<file path="src/sv/md5_pkg.sv">
package md5_pkg;

   // Chaining words after reset
   localparam logic [31:0] INIT_A = 32'h67452301;
   localparam logic [31:0] INIT_B = 32'hefcdab89;
   localparam logic [31:0] INIT_C = 32'h98badcfe;
   localparam logic [31:0] INIT_D = 32'h10325476;

   // Sine-derived round constants
   localparam logic [31:0] ROUND_K [64] = '{
      32'hd76aa478, 32'he8c7b756, 32'h242070db, 32'hc1bdceee,
      32'hf57c0faf, 32'h4787c62a, 32'ha8304613, 32'hfd469501,
      32'h698098d8, 32'h8b44f7af, 32'hffff5bb1, 32'h895cd7be,
      32'h6b901122, 32'hfd987193, 32'ha679438e, 32'h49b40821,
      32'hf61e2562, 32'hc040b340, 32'h265e5a51, 32'he9b6c7aa,
      32'hd62f105d, 32'h02441453, 32'hd8a1e681, 32'he7d3fbc8,
      32'h21e1cde6, 32'hc33707d6, 32'hf4d50d87, 32'h455a14ed,
      32'ha9e3e905, 32'hfcefa3f8, 32'h676f02d9, 32'h8d2a4c8a,
      32'hfffa3942, 32'h8771f681, 32'h6d9d6122, 32'hfde5380c,
      32'ha4beea44, 32'h4bdecfa9, 32'hf6bb4b60, 32'hbebfbc70,
      32'h289b7ec6, 32'heaa127fa, 32'hd4ef3085, 32'h04881d05,
      32'hd9d4d039, 32'he6db99e5, 32'h1fa27cf8, 32'hc4ac5665,
      32'hf4292244, 32'h432aff97, 32'hab9423a7, 32'hfc93a039,
      32'h655b59c3, 32'h8f0ccc92, 32'hffeff47d, 32'h85845dd1,
      32'h6fa87e4f, 32'hfe2ce6e0, 32'ha3014314, 32'h4e0811a1,
      32'hf7537e82, 32'hbd3af235, 32'h2ad7d2bb, 32'heb86d391
   };

   localparam logic [5:0] LAST_ROUND  = 6'd63;
   localparam logic [3:0] LEN_LO_POS  = 4'd14;
   localparam logic [3:0] LAST_POS    = 4'd15;
   localparam logic [2:0] FULL_BYTES  = 3'd4;
   localparam logic [1:0] LAST_DIGEST = 2'd3;

   typedef enum logic [2:0] {
      ST_IDLE,
      ST_PAD,
      ST_COMPRESS,
      ST_ADD,
      ST_DONE
   } state_type;

   // Source of the word written into the block buffer
   typedef enum logic [2:0] {
      SRC_DATA,
      SRC_PAD80,
      SRC_ZERO,
      SRC_LEN_LO,
      SRC_LEN_HI
   } push_src_type;

   typedef struct packed {
      logic         push;
      push_src_type src;
      logic         round_en;
      logic [5:0]   round;
      logic         chain_add;
      logic         finish;
   } dp_cmd_type;

   typedef struct packed {
      logic [3:0] pos;
      logic       emit_busy;
   } dp_status_type;

   // Rotate amount for a round
   function automatic logic [4:0] rot_amount(logic [5:0] r);
      logic [4:0] s;
      case ({r[5:4], r[1:0]})
         4'h0: s = 5'd7;
         4'h1: s = 5'd12;
         4'h2: s = 5'd17;
         4'h3: s = 5'd22;
         4'h4: s = 5'd5;
         4'h5: s = 5'd9;
         4'h6: s = 5'd14;
         4'h7: s = 5'd20;
         4'h8: s = 5'd4;
         4'h9: s = 5'd11;
         4'hA: s = 5'd16;
         4'hB: s = 5'd23;
         4'hC: s = 5'd6;
         4'hD: s = 5'd10;
         4'hE: s = 5'd15;
         default: s = 5'd21;
      endcase
      return s;
   endfunction

   // Message word taken by a round
   function automatic logic [3:0] msg_index(logic [5:0] r);
      logic [3:0] r4;
      logic [3:0] idx;
      r4 = r[3:0];
      case (r[5:4])
         2'd0: idx = r4;
         2'd1: idx = r4 * 4'd5 + 4'd1;
         2'd2: idx = r4 * 4'd3 + 4'd5;
         default: idx = r4 * 4'd7;
      endcase
      return idx;
   endfunction

   function automatic logic [31:0] rotl32(logic [31:0] x, logic [4:0] s);
      logic [63:0] t;
      t = {x, x} << s;
      return t[63:32];
   endfunction

endpackage

</file>
<file path="src/sv/md5_if.sv">
// Message word channel
interface md5_req_if;
   logic        valid;
   logic        ready;
   logic [31:0] data_word;
   logic [2:0]  byte_count;
   logic        last_word;

   modport source (output valid, data_word, byte_count, last_word, input ready);
   modport sink (input valid, data_word, byte_count, last_word, output ready);
endinterface

// Digest word channel
interface md5_rsp_if;
   logic        valid;
   logic        ready;
   logic [31:0] digest_word;
   logic [1:0]  word_number;
   logic        last_of_digest;

   modport source (output valid, digest_word, word_number, last_of_digest, input ready);
   modport sink (input valid, digest_word, word_number, last_of_digest, output ready);
endinterface

</file>
<file path="src/sv/md5_ctrl.sv">
module md5_ctrl (
   input  logic                   clock,
   input  logic                   reset,
   input  logic                   req_valid,
   input  logic                   req_last_word,
   input  logic [2:0]             req_byte_count,
   output logic                   req_ready,
   input  md5_pkg::dp_status_type status,
   output md5_pkg::dp_cmd_type    cmd
);

   md5_pkg::state_type state_ff, state_in;
   logic [5:0] round_ff, round_in;
   logic       pad_ff, pad_in;       // padding of the final block under way
   logic       extra_ff, extra_in;   // separate 0x80 word still owed
   logic       len_ff, len_in;       // low length word written
   logic       final_ff, final_in;   // high length word written

   // State and flag registers
   always_ff @(posedge clock) begin
      if (reset) begin
         state_ff <= md5_pkg::ST_IDLE;
         round_ff <= '0;
         pad_ff   <= 1'b0;
         extra_ff <= 1'b0;
         len_ff   <= 1'b0;
         final_ff <= 1'b0;
      end else begin
         state_ff <= state_in;
         round_ff <= round_in;
         pad_ff   <= pad_in;
         extra_ff <= extra_in;
         len_ff   <= len_in;
         final_ff <= final_in;
      end
   end

   // Next state and datapath commands
   always_comb begin
      state_in      = state_ff;
      round_in      = round_ff;
      pad_in        = pad_ff;
      extra_in      = extra_ff;
      len_in        = len_ff;
      final_in      = final_ff;
      req_ready     = 1'b0;
      cmd           = '0;
      cmd.src       = md5_pkg::SRC_ZERO;
      cmd.round     = round_ff;
      case (state_ff)
         md5_pkg::ST_IDLE: begin
            req_ready = 1'b1;
            if (req_valid) begin
               cmd.push = 1'b1;
               cmd.src  = md5_pkg::SRC_DATA;
               if (req_last_word) begin
                  pad_in   = 1'b1;
                  extra_in = (req_byte_count >= md5_pkg::FULL_BYTES);
               end
               if (status.pos == md5_pkg::LAST_POS) begin
                  state_in = md5_pkg::ST_COMPRESS;
               end else if (req_last_word) begin
                  state_in = md5_pkg::ST_PAD;
               end
            end
         end
         md5_pkg::ST_PAD: begin
            cmd.push = 1'b1;
            if (extra_ff) begin
               cmd.src  = md5_pkg::SRC_PAD80;
               extra_in = 1'b0;
            end else if (len_ff) begin
               cmd.src  = md5_pkg::SRC_LEN_HI;
               final_in = 1'b1;
            end else if (status.pos == md5_pkg::LEN_LO_POS) begin
               cmd.src = md5_pkg::SRC_LEN_LO;
               len_in  = 1'b1;
            end else begin
               cmd.src = md5_pkg::SRC_ZERO;
            end
            if (status.pos == md5_pkg::LAST_POS) begin
               state_in = md5_pkg::ST_COMPRESS;
            end
         end
         md5_pkg::ST_COMPRESS: begin
            cmd.round_en = 1'b1;
            round_in     = round_ff + 6'd1;
            if (round_ff == md5_pkg::LAST_ROUND) begin
               state_in = md5_pkg::ST_ADD;
            end
         end
         md5_pkg::ST_ADD: begin
            cmd.chain_add = 1'b1;
            if (final_ff) begin
               state_in = md5_pkg::ST_DONE;
            end else if (pad_ff) begin
               state_in = md5_pkg::ST_PAD;
            end else begin
               state_in = md5_pkg::ST_IDLE;
            end
         end
         md5_pkg::ST_DONE: begin
            // Wait for the previous digest to drain
            if (!status.emit_busy) begin
               cmd.finish = 1'b1;
               pad_in     = 1'b0;
               extra_in   = 1'b0;
               len_in     = 1'b0;
               final_in   = 1'b0;
               state_in   = md5_pkg::ST_IDLE;
            end
         end
         default: begin
            state_in = md5_pkg::ST_IDLE;
         end
      endcase
   end

   a_no_push_in_rounds: assert property (@(posedge clock) disable iff (reset)
      cmd.round_en |-> !cmd.push && !cmd.chain_add)
      else $error("buffer written during compression");

   a_wrap_starts_rounds: assert property (@(posedge clock) disable iff (reset)
      (cmd.push && status.pos == md5_pkg::LAST_POS) |=> state_ff == md5_pkg::ST_COMPRESS)
      else $error("full block not compressed");

   a_finish_when_free: assert property (@(posedge clock) disable iff (reset)
      cmd.finish |-> !status.emit_busy)
      else $error("digest overwritten before delivery");

   a_length_after_pad: assert property (@(posedge clock) disable iff (reset)
      len_ff |-> !extra_ff && pad_ff)
      else $error("length written before padding byte");

endmodule

</file>
<file path="src/sv/md5_dp.sv">
module md5_dp (
   input  logic                   clock,
   input  logic                   reset,
   input  md5_pkg::dp_cmd_type    cmd,
   output md5_pkg::dp_status_type status,
   input  logic [31:0]            req_data_word,
   input  logic [2:0]             req_byte_count,
   input  logic                   req_last_word,
   input  logic                   rsp_ready,
   output logic                   rsp_valid,
   output logic [31:0]            rsp_digest_word,
   output logic [1:0]             rsp_word_number,
   output logic                   rsp_last_of_digest
);

   logic [31:0] blk_ff [16];
   logic [31:0] chain_ff [4];
   logic [31:0] out_ff [4];
   logic [31:0] a_ff, b_ff, c_ff, d_ff;
   logic [31:0] b_in;
   logic [3:0]  pos_ff;
   logic [63:0] bits_ff;
   logic        busy_ff;
   logic [1:0]  idx_ff;
   logic [2:0]  count;
   logic [31:0] data_padded;
   logic [31:0] push_word;
   logic [5:0]  bit_add;
   logic [31:0] f;
   logic [31:0] sum;

   // Clamp the byte count and pad the last data word
   always_comb begin
      count = (req_byte_count > md5_pkg::FULL_BYTES) ? md5_pkg::FULL_BYTES : req_byte_count;
      case (count)
         3'd0: data_padded = 32'h0000_0080;
         3'd1: data_padded = {16'h0000, 8'h80, req_data_word[7:0]};
         3'd2: data_padded = {8'h00, 8'h80, req_data_word[15:0]};
         3'd3: data_padded = {8'h80, req_data_word[23:0]};
         default: data_padded = req_data_word;
      endcase
      bit_add = req_last_word ? {count, 3'b000} : 6'd32;
   end

   // Select the word written into the buffer
   always_comb begin
      case (cmd.src)
         md5_pkg::SRC_DATA:   push_word = req_last_word ? data_padded : req_data_word;
         md5_pkg::SRC_PAD80:  push_word = 32'h0000_0080;
         md5_pkg::SRC_LEN_LO: push_word = bits_ff[31:0];
         md5_pkg::SRC_LEN_HI: push_word = bits_ff[63:32];
         default:             push_word = '0;
      endcase
   end

   // One MD5 round
   always_comb begin
      case (cmd.round[5:4])
         2'd0: f = (b_ff & c_ff) | (~b_ff & d_ff);
         2'd1: f = (d_ff & b_ff) | (~d_ff & c_ff);
         2'd2: f = b_ff ^ c_ff ^ d_ff;
         default: f = c_ff ^ (b_ff | ~d_ff);
      endcase
      sum  = f + a_ff + md5_pkg::ROUND_K[cmd.round] + blk_ff[md5_pkg::msg_index(cmd.round)];
      b_in = b_ff + md5_pkg::rotl32(sum, md5_pkg::rot_amount(cmd.round));
   end

   // Block buffer
   always_ff @(posedge clock) begin
      if (cmd.push) begin
         blk_ff[pos_ff] <= push_word;
      end
   end

   // Working words: load from the chain on each write, advance on each round
   always_ff @(posedge clock) begin
      if (cmd.push) begin
         a_ff <= chain_ff[0];
         b_ff <= chain_ff[1];
         c_ff <= chain_ff[2];
         d_ff <= chain_ff[3];
      end else if (cmd.round_en) begin
         a_ff <= d_ff;
         d_ff <= c_ff;
         c_ff <= b_ff;
         b_ff <= b_in;
      end
   end

   // Chaining words, position and bit count
   always_ff @(posedge clock) begin
      if (reset || cmd.finish) begin
         chain_ff[0] <= md5_pkg::INIT_A;
         chain_ff[1] <= md5_pkg::INIT_B;
         chain_ff[2] <= md5_pkg::INIT_C;
         chain_ff[3] <= md5_pkg::INIT_D;
         pos_ff      <= '0;
         bits_ff     <= '0;
      end else begin
         if (cmd.chain_add) begin
            chain_ff[0] <= chain_ff[0] + a_ff;
            chain_ff[1] <= chain_ff[1] + b_ff;
            chain_ff[2] <= chain_ff[2] + c_ff;
            chain_ff[3] <= chain_ff[3] + d_ff;
         end
         if (cmd.push) begin
            pos_ff <= pos_ff + 4'd1;
            if (cmd.src == md5_pkg::SRC_DATA) begin
               bits_ff <= bits_ff + 64'(bit_add);
            end
         end
      end
   end

   // Hold the finished digest
   always_ff @(posedge clock) begin
      if (cmd.finish) begin
         out_ff <= chain_ff;
      end
   end

   // Deliver the digest one word at a time
   always_ff @(posedge clock) begin
      if (reset) begin
         busy_ff <= 1'b0;
         idx_ff  <= '0;
      end else if (cmd.finish) begin
         busy_ff <= 1'b1;
         idx_ff  <= '0;
      end else if (busy_ff && rsp_ready) begin
         idx_ff <= idx_ff + 2'd1;
         if (idx_ff == md5_pkg::LAST_DIGEST) begin
            busy_ff <= 1'b0;
         end
      end
   end

   assign rsp_valid          = busy_ff;
   assign rsp_digest_word    = out_ff[idx_ff];
   assign rsp_word_number    = idx_ff;
   assign rsp_last_of_digest = (idx_ff == md5_pkg::LAST_DIGEST);

   assign status.pos       = pos_ff;
   assign status.emit_busy = busy_ff;

endmodule

</file>
<file path="src/sv/md5_message_digest_top.sv">
// Channel  Direction  Word fields
// req      in         data_word[31:0], byte_count[2:0], last_word
// rsp      out        digest_word[31:0], word_number[1:0], last_of_digest
//
// A word that does not fill a block is simply written to the buffer; the word that fills one
// holds ready low through the 64 rounds of the single round unit and the
// chain add. The last word adds the padding words and one or two
// compressions, then the four digest words leave from an output register
// while the next message is already taken in. Reset is synchronous and
// restores the initial chaining words; a stalled rsp delays only the end of
// the next message.
module md5_message_digest_top (
   input logic      clock,
   input logic      reset,
   md5_req_if.sink  req_chan,
   md5_rsp_if.source rsp_chan
);

   md5_pkg::dp_cmd_type    cmd;
   md5_pkg::dp_status_type status;

   md5_ctrl u_ctrl (
      .clock          (clock),
      .reset          (reset),
      .req_valid      (req_chan.valid),
      .req_last_word  (req_chan.last_word),
      .req_byte_count (req_chan.byte_count),
      .req_ready      (req_chan.ready),
      .status         (status),
      .cmd            (cmd)
   );

   md5_dp u_dp (
      .clock              (clock),
      .reset              (reset),
      .cmd                (cmd),
      .status             (status),
      .req_data_word      (req_chan.data_word),
      .req_byte_count     (req_chan.byte_count),
      .req_last_word      (req_chan.last_word),
      .rsp_ready          (rsp_chan.ready),
      .rsp_valid          (rsp_chan.valid),
      .rsp_digest_word    (rsp_chan.digest_word),
      .rsp_word_number    (rsp_chan.word_number),
      .rsp_last_of_digest (rsp_chan.last_of_digest)
   );

endmodule

</file>
<file path="src/flat_wrapper.sv">
// flat-port wrapper written by rule: the top's interface ports become plain ports
module md5_message_digest_top_flat 
  (clock, reset, req_chan_valid, req_chan_data_word, req_chan_byte_count, req_chan_last_word, req_chan_ready, rsp_chan_valid, rsp_chan_digest_word, rsp_chan_word_number, rsp_chan_last_of_digest, rsp_chan_ready);
  md5_req_if req_chan_i ();
  md5_rsp_if rsp_chan_i ();
  input logic clock;
  input logic reset;
  input wire logic [$bits(req_chan_i.valid)-1:0] req_chan_valid;
  input wire logic [$bits(req_chan_i.data_word)-1:0] req_chan_data_word;
  input wire logic [$bits(req_chan_i.byte_count)-1:0] req_chan_byte_count;
  input wire logic [$bits(req_chan_i.last_word)-1:0] req_chan_last_word;
  output wire logic [$bits(req_chan_i.ready)-1:0] req_chan_ready;
  output wire logic [$bits(rsp_chan_i.valid)-1:0] rsp_chan_valid;
  output wire logic [$bits(rsp_chan_i.digest_word)-1:0] rsp_chan_digest_word;
  output wire logic [$bits(rsp_chan_i.word_number)-1:0] rsp_chan_word_number;
  output wire logic [$bits(rsp_chan_i.last_of_digest)-1:0] rsp_chan_last_of_digest;
  input wire logic [$bits(rsp_chan_i.ready)-1:0] rsp_chan_ready;
  assign req_chan_i.valid = req_chan_valid;
  assign req_chan_i.data_word = req_chan_data_word;
  assign req_chan_i.byte_count = req_chan_byte_count;
  assign req_chan_i.last_word = req_chan_last_word;
  assign req_chan_ready = req_chan_i.ready;
  assign rsp_chan_valid = rsp_chan_i.valid;
  assign rsp_chan_digest_word = rsp_chan_i.digest_word;
  assign rsp_chan_word_number = rsp_chan_i.word_number;
  assign rsp_chan_last_of_digest = rsp_chan_i.last_of_digest;
  assign rsp_chan_i.ready = rsp_chan_ready;
  md5_message_digest_top u_core (.clock(clock), .reset(reset), .req_chan(req_chan_i), .rsp_chan(rsp_chan_i));
endmodule
</file>
<file path="config.mk">
export PLATFORM = sky130hd
export DESIGN_NAME = md5_message_digest_top_flat
export DESIGN_NICKNAME = d
export VERILOG_FILES = /design/src/sv/md5_pkg.sv /design/src/sv/md5_if.sv /design/src/sv/md5_ctrl.sv /design/src/sv/md5_dp.sv /design/src/sv/md5_message_digest_top.sv /design/src/flat_wrapper.sv
export SDC_FILE = /design/constraint.sdc
export NUM_CORES = 2
export LEC_CHECK = 0
export BUFFER_PORTS_ARGS = -buffer_cell sky130_fd_sc_hd__buf_2
export CAP_MARGIN = 5
export CORE_UTILIZATION = 60
export DETAILED_ROUTE_END_ITERATION = 12
export PLACE_DENSITY = 0.87
export SLEW_MARGIN = 30
export SYNTH_ARGS = -nofsm -noshare
export SYNTH_HDL_FRONTEND = slang
export SYNTH_HIERARCHICAL = 1
export SYNTH_SLANG_ARGS = --single-unit
</file>
<file path="constraint.sdc">
create_clock -name clock -period 11.8 [get_ports clock]
set_clock_uncertainty 0.2 [all_clocks]
set_input_delay 2.36 -clock clock [delete_from_list [all_inputs] [get_ports clock]]
set_output_delay 2.36 -clock clock [all_outputs]
set_load 0.02 [all_outputs]
</file>
* Word-level counts from Yosys, hierarchy flattened *
Memory sizes are Yosys's and may differ from the RTL's. A register that Yosys moved wholly into a read port is not among the register bits.
Cells that the tools add are included.

word-level totals
  register bits = 468
  memory bits (writable) = 512
  memory bits (read-only) = 2,128
  input port bits = 40
  word-level logic and storage cells = 165
  memories = 3

cells by class
  $add $sub $neg = 14
  $mul = 3
  magnitude comparators = 4
  eq/ne operators = 24
  shift-type cells = 1
  muxes and demuxes = 60
  bitwise gates (word level) = 14
  reductions and logical operators = 20

memory list
  memory              words  width  read ports  clocked after memory_dff  write ports  RTL line       RTL
  (name not given)    64     32     1           0                         0            md5_dp.sv:64   sum = f + a_ff + md5_pkg::ROUND_K[cmd.round] + blk_ff[md5_pkg::msg_index(cmd.round)];
  u_core.u_dp.blk_ff  16     32     1           0                         1            md5_dp.sv:16   logic [31:0] blk_ff [16];
  (name not given)    16     5      1           1                         0            md5_pkg.sv:69  case ({r[5:4], r[1:0]})

operators with widths
  operator                                                                count
  32-bit 2-to-1 mux                                                       13
  32-bit adder                                                            8
  32-bit case mux with 4 select lines                                     2
  32-bit bitwise AND                                                      4
  32-bit OR                                                               3
  32-bit case mux with 3 select lines                                     1
  32-bit XOR                                                              3
  64-bit by 6-bit adder with 64-bit output                                1
  32-bit binary-select mux with 2-bit select                              1
  32-bit inverter                                                         2
  64-bit by 5-bit left shift with 64-bit output                           1
  3-bit 2-to-1 mux                                                        10
  1-bit 2-to-1 mux                                                        22
  3-bit by 2-bit equality test with 1-bit output (second input constant)  5
  3-bit case mux with 5 select lines                                      1
  2-bit inequality test (second input constant)                           7
  4-bit 2-to-1 mux                                                        3
  4-bit case mux with 3 select lines                                      1
  4-bit AND reduction                                                     3
  2-bit nonzero test                                                      5
  3-bit by 1-bit equality test with 1-bit output (second input constant)  3
  3-bit zero test                                                         3
  4-bit by 1-bit adder with 4-bit output (second input constant)          2
  4-bit equality test (second input constant)                             2
  27 further kinds                                                        34

* Longest topological paths before layout *
  word-level depth = 11
  gate-level depth with buffers = 44
  depth with buffers taken out = 39

* Cells and area by module *
Netlist, hierarchy kept.

by module, submodules not included
  module    instances  cells an instance  area each (um^2)
  md5_dp    1          5,082              55,607.1
  md5_ctrl  1          96                 787.0

* Worst setup path after synthesis *
OpenSTA, ideal clock, no wires.

  path type = register to register
  start = reg u_core.u_ctrl.round_ff[1]
  end = reg u_core.u_dp.b_ff[25], data pin
  setup time = 267 ps
  data arrival time = 9,957 ps
  path slack = 1,376 ps
  cell stages (with the launch flop) = 44
  buffers on the path = 5
  period minus slack after synthesis = 10,424 ps
  cell sequence = dfxtp_1 > clkbuf_1 > inv_1 > clkbuf_1 > ha_1 > clkbuf_1 > inv_1 > fa_1 > xnor2_1 > xnor2_1 > o311ai_1 > a21o_1 > buf_2 > clkbuf_1 > nand2_1 > a21oi_1 > a21oi_1 > fa_1 > [8 not listed] > o221ai_1 > xnor2_1 > xnor2_1 > mux4_2 > a221oi_2 > o31ai_1 > ha_1 > o21ai_0 > o21ai_0 > a311oi_1 > a211oi_1 > o2111a_1 > o31a_1 > o21ai_0 > nand2b_1 > a21oi_1 > xor2_1 > o21ai_0

on the way
  longest elaborated chain between the ends = 10
  elaborated cells on any way between the ends = 17
  classes of those cells = 5 x add/sub; 3 x mul; 1 x shift; 5 x mux; 1 x bitwise; 2 x memory

RTL lines
  element                                                     RTL line        RTL
  from (decl)                                                 md5_ctrl.sv:13  logic [5:0] round_ff, round_in;
  from (signal assigned)                                      md5_ctrl.sv:30  round_ff <= round_in;
  branches (longest 5 deep; another with memory 16 x 32 bit)  n/a
  32-bit adder (*)                                            md5_dp.sv:64
  64-bit by 5-bit left shift with 64-bit output (*)           md5_pkg.sv:106  t = {x, x} << s;
  32-bit adder (*)                                            md5_dp.sv:65    b_in = b_ff + md5_pkg::rotl32(sum, md5_pkg::rot_amount(cmd.round));
  32-bit 2-to-1 mux (*)                                       md5_dp.sv:82    end else if (cmd.round_en) begin
  32-bit 2-to-1 mux (*)                                       md5_dp.sv:77    if (cmd.push) begin
  to (signal assigned)                                        md5_dp.sv:79    b_ff <= chain_ff[1];
  to (signal assigned)                                        md5_dp.sv:86    b_ff <= b_in;
  to (decl)                                                   md5_dp.sv:19    logic [31:0] a_ff, b_ff, c_ff, d_ff;

Mark *: on every way between the ends. The select of a mux whose other input is x is not followed.
A chain may end at the register's enable or synchronous reset.

* Worst setup path after layout *
  start = reg u_core.u_ctrl.round_ff[0]
  end = reg u_core.u_dp.b_ff[30], data pin

The elaborated chain is that of the path after synthesis.

==> summary.md <==
| Metric | Value |
|---|---|
| Status | completed |
| Worst-Skew Late Latency | 0.74 ns |
| Global-route wire length before repair | 256,100 um |
| Clk slew on worst S/H paths | 0.07 ns |
| Initial core utilization | 60.52% |
| DRC Markers | 0 |
| Net Count, Synth | 5,510 |
| Total wire length | 172,900 um |
| Worst setup EP type | register |
| DRT iter0 DRCs | 6,519 |
| Worst-margin pin slew | 1.116 ns |
| Antenna-violating nets left | 0 |
| Unique cell type count in the Yosys netlist | 107 |
| Fin. max-slew vios | 0 |
| Final Critical Period | 11.25 ns |
| First-pass iteration count of the detailed router | 10 |
| Synth Instances | 5,178 |
| MaxCap Viol Count | 0 |
| Boundary pin count | 77 |
| Slowest stage delay, CP | 0.74 ns |
| H-tree depth | 3 |
| Vias in the first global route | 42,397 |
| Routed WL per cell | 26.59 um |
| Detail Placement HPWL | 112,500 um |
| Number of synthesized flops with an enable pin | 768 |
| Layout Nets | 5,495 |
| Cell at the slowest stage of the critical path | dfxtp_1 |
| Final Non-Filler Cells | 6,502 |
| Site Rows | 112 |
| Max-slew headroom | 24.83% |
| Final Cell Area | 61,560 um^2 |
| Hold/Removal Path Class | reg2reg |
| Most used cell, CP | a21oi_1 |
| Final Hold Fails | 0 |
| Worst setup path class | reg2reg |
| Die area | 95,220 um^2 |
| Clock Tree Root | clkbuf_16 |
| Max Fclk | 88.90 MHz |
| Die span in x | 308.6 um |
| Fraction of layout cells with a size suffix above 1 | 12.87% |
| Yosys warning total | 6 |
| Final setup fails | 0 |
| Port bufs | 76 |
| Async SR Flop Fraction | 0% |
| Total CTS buffers | 95 |
| Top FF cell, synth | edfxtp_1 |
| Area leader, netlist | edfxtp_1 |
| Sequential-to-total area share from yosys stat | 48.31% |
| WP data required | 12.02 ns |
| Num Clock Sinks | 977 |
| Area grow syn2layout | 9.165% |
| Remaining Overflow, GRT | 0 |
| Yosys top cell area share | 40.89% |
| Largest net degree at the start of global routing | 142 |
| CP startpoint kind | register |
| Commonest non-fill, non-tap cells in the layout | edfxtp_1 (768), nand2_1 (644), a21oi_1 (463) |
| Placed Cells | 6,314 |
| Layout Utilization | 66.06% |
| Setup TNS Final | 0 ns |
| Mapped Area | 56,390 um^2 |
| Crit share post-route | 95.33% |
| CORE AREA | 93,190 um^2 |
| Clk buf depth | 3 |
| Cell Area, Placed | 58,060 um^2 |
| Data arrival time of the worst path | 11.47 ns |
| Initial antenna violation count | 5 |
| Via count | 44,521 |
| Die Span Y | 308.6 um |
| DR vias/cell | 6.847 |
| Most common cell after layout, fill and taps aside | edfxtp_1 |
| Routability Congestion | 1.026 |
| Avg Inst Size Synth | 10.89 um^2 |
| Dominant cells by area after synthesis | edfxtp_1 (41%), dfxtp_1 (7.4%), mux4_2 (6.8%) |
| TritonCTS clock tree | done |
| Crit path max fanout | 21 |
| Gr usage total | 35.67% |
| Post-synthesis register bit count | 977 |
-- logic make-up (layout without fill, tap and decap cells) --
| logic type | after synthesis | in the layout | share of synthesized area, % |
|---|---|---|---|
| AND/OR/NAND/NOR | 1488 | 1488 | 11.83 |
| AO/OA/AOI/OAI | 1317 | 1319 | 14.80 |
| flip-flops | 977 | 977 | 48.31 |
| buffers and inverters | 506 | 572 | 3.466 |
| multiplexers | 376 | 376 | 10.68 |
| adder cells (fa/ha/maj) | 292 | 292 | 7.410 |
| XOR/XNOR | 222 | 222 | 3.501 |
| other | 0 | 2 | 0 |
-- routing by layer --
metal | global-route usage, % | wire (um) | part of all wire [%]
met5 | 0 | 11 | 0.0064
met3 | 6.187 | 18310 | 11
met1 | 45.96 | 62540 | 36
met4 | 20.78 | 11070 | 6.4
met2 | 57.03 | 80990 | 47
-- cell type report --
class	instances	area (um^2)
fillers	6569	31630
inverters	244	920.9
repair buffers	148	1028
clock inverters	54	744.5
diodes	2	5.005
flip-flops and latches	977	27260
clock buffers	126	2628
well taps	1254	1569
multi-input cells	3697	27410
-- cells in the mapped netlist (14+ instances only) --
master	count
nand4_1	20
edfxtp_1	768
o211ai_1	34
o31ai_1	31
o21bai_1	21
a211o_1	21
xnor2_1	122
dfxtp_1	209
or3_1	24
nor2_1	384
o21a_1	48
o21ai_0	286
nor3b_1	35
a21o_1	64
a311oi_1	19
fa_1	70
xor2_1	97
nand3_1	100
nand2_1	644
o311ai_0	17
a211oi_1	50
a21oi_1	465
inv_1	240
nor3_1	80
mux4_2	170
nor2b_1	24
nand2b_1	40
and2_1	42
and3_1	37
mux2_2	104
o22ai_1	25
clkbuf_1	198
a222oi_1	25
buf_2	14
mux2i_1	101
ha_1	222
a221oi_1	38
buf_1	43
a31oi_1	37
-- repair_timing --
action / 4_1_cts / 5_1_grt
buffers inserted: 0 / 3
setup endpoints to repair: 0 / 13
hold buffers: 0 / 0
gates resized for setup: 0 / 10
-- worst max-delay path: cells and delay by family (launching register included) --
family | cells | cell delay [ns]
AND/OR/NAND/NOR | 4 | 0.76
XOR/XNOR | 3 | 0.57
flip-flops | 1 | 0.74
buffers and inverters | 3 | 0.65
multiplexers | 3 | 0.98
adder cells (fa/ha/maj) | 5 | 2.13
AO/OA/AOI/OAI | 19 | 4.89
-- worst paths after layout --
path / start / to / slack [ns] / cells past startpoint
setup / recovery: u_core/u_ctrl/round_ff[0] / u_core/u_dp/b_ff[30] / 0.55 / 37
hold / removal: u_core/u_dp/chain_ff[95] / u_core/u_dp/out_ff[95] / 0.28 / 0
setup reg to reg: u_core/u_ctrl/round_ff[0] / u_core/u_dp/b_ff[30] / 0.55 / 37
hold reg to reg: u_core/u_dp/chain_ff[95] / u_core/u_dp/out_ff[95] / 0.28 / 0
-- state kept, by name, indices dropped and copies added (netlist names), 2 cells and up --
name and count:
u_core/u_dp/out_ff 128, u_core/u_dp/bits_ff 61, u_core/u_dp/chain_ff 128, u_core/u_dp/rsp_word_number 2, u_core/u_dp/blk_ff 512, u_core/u_dp/c_ff 32
u_core/u_dp/a_ff 32, u_core/u_dp/d_ff 32, u_core/u_dp/pos_ff 4, u_core/u_ctrl/state_ff 3, u_core/u_ctrl/round_ff 6, u_core/u_dp/b_ff 32
-- stage by stage --
stage	setup slack (ns)	hold slack [ns]
2_1_floorplan	1.376	0.2308
3_3_place_gp	0.4790	0.2457
3_5_place_dp	0.2763	0.2637
4_1_cts	0.1851	0.2783
5_1_grt	-0.006787	0.2842
6_report	0.5508	0.2786
Power is not shown: default switching activity piles up to over one toggle a cycle in this logic, so the estimate is an artifact.
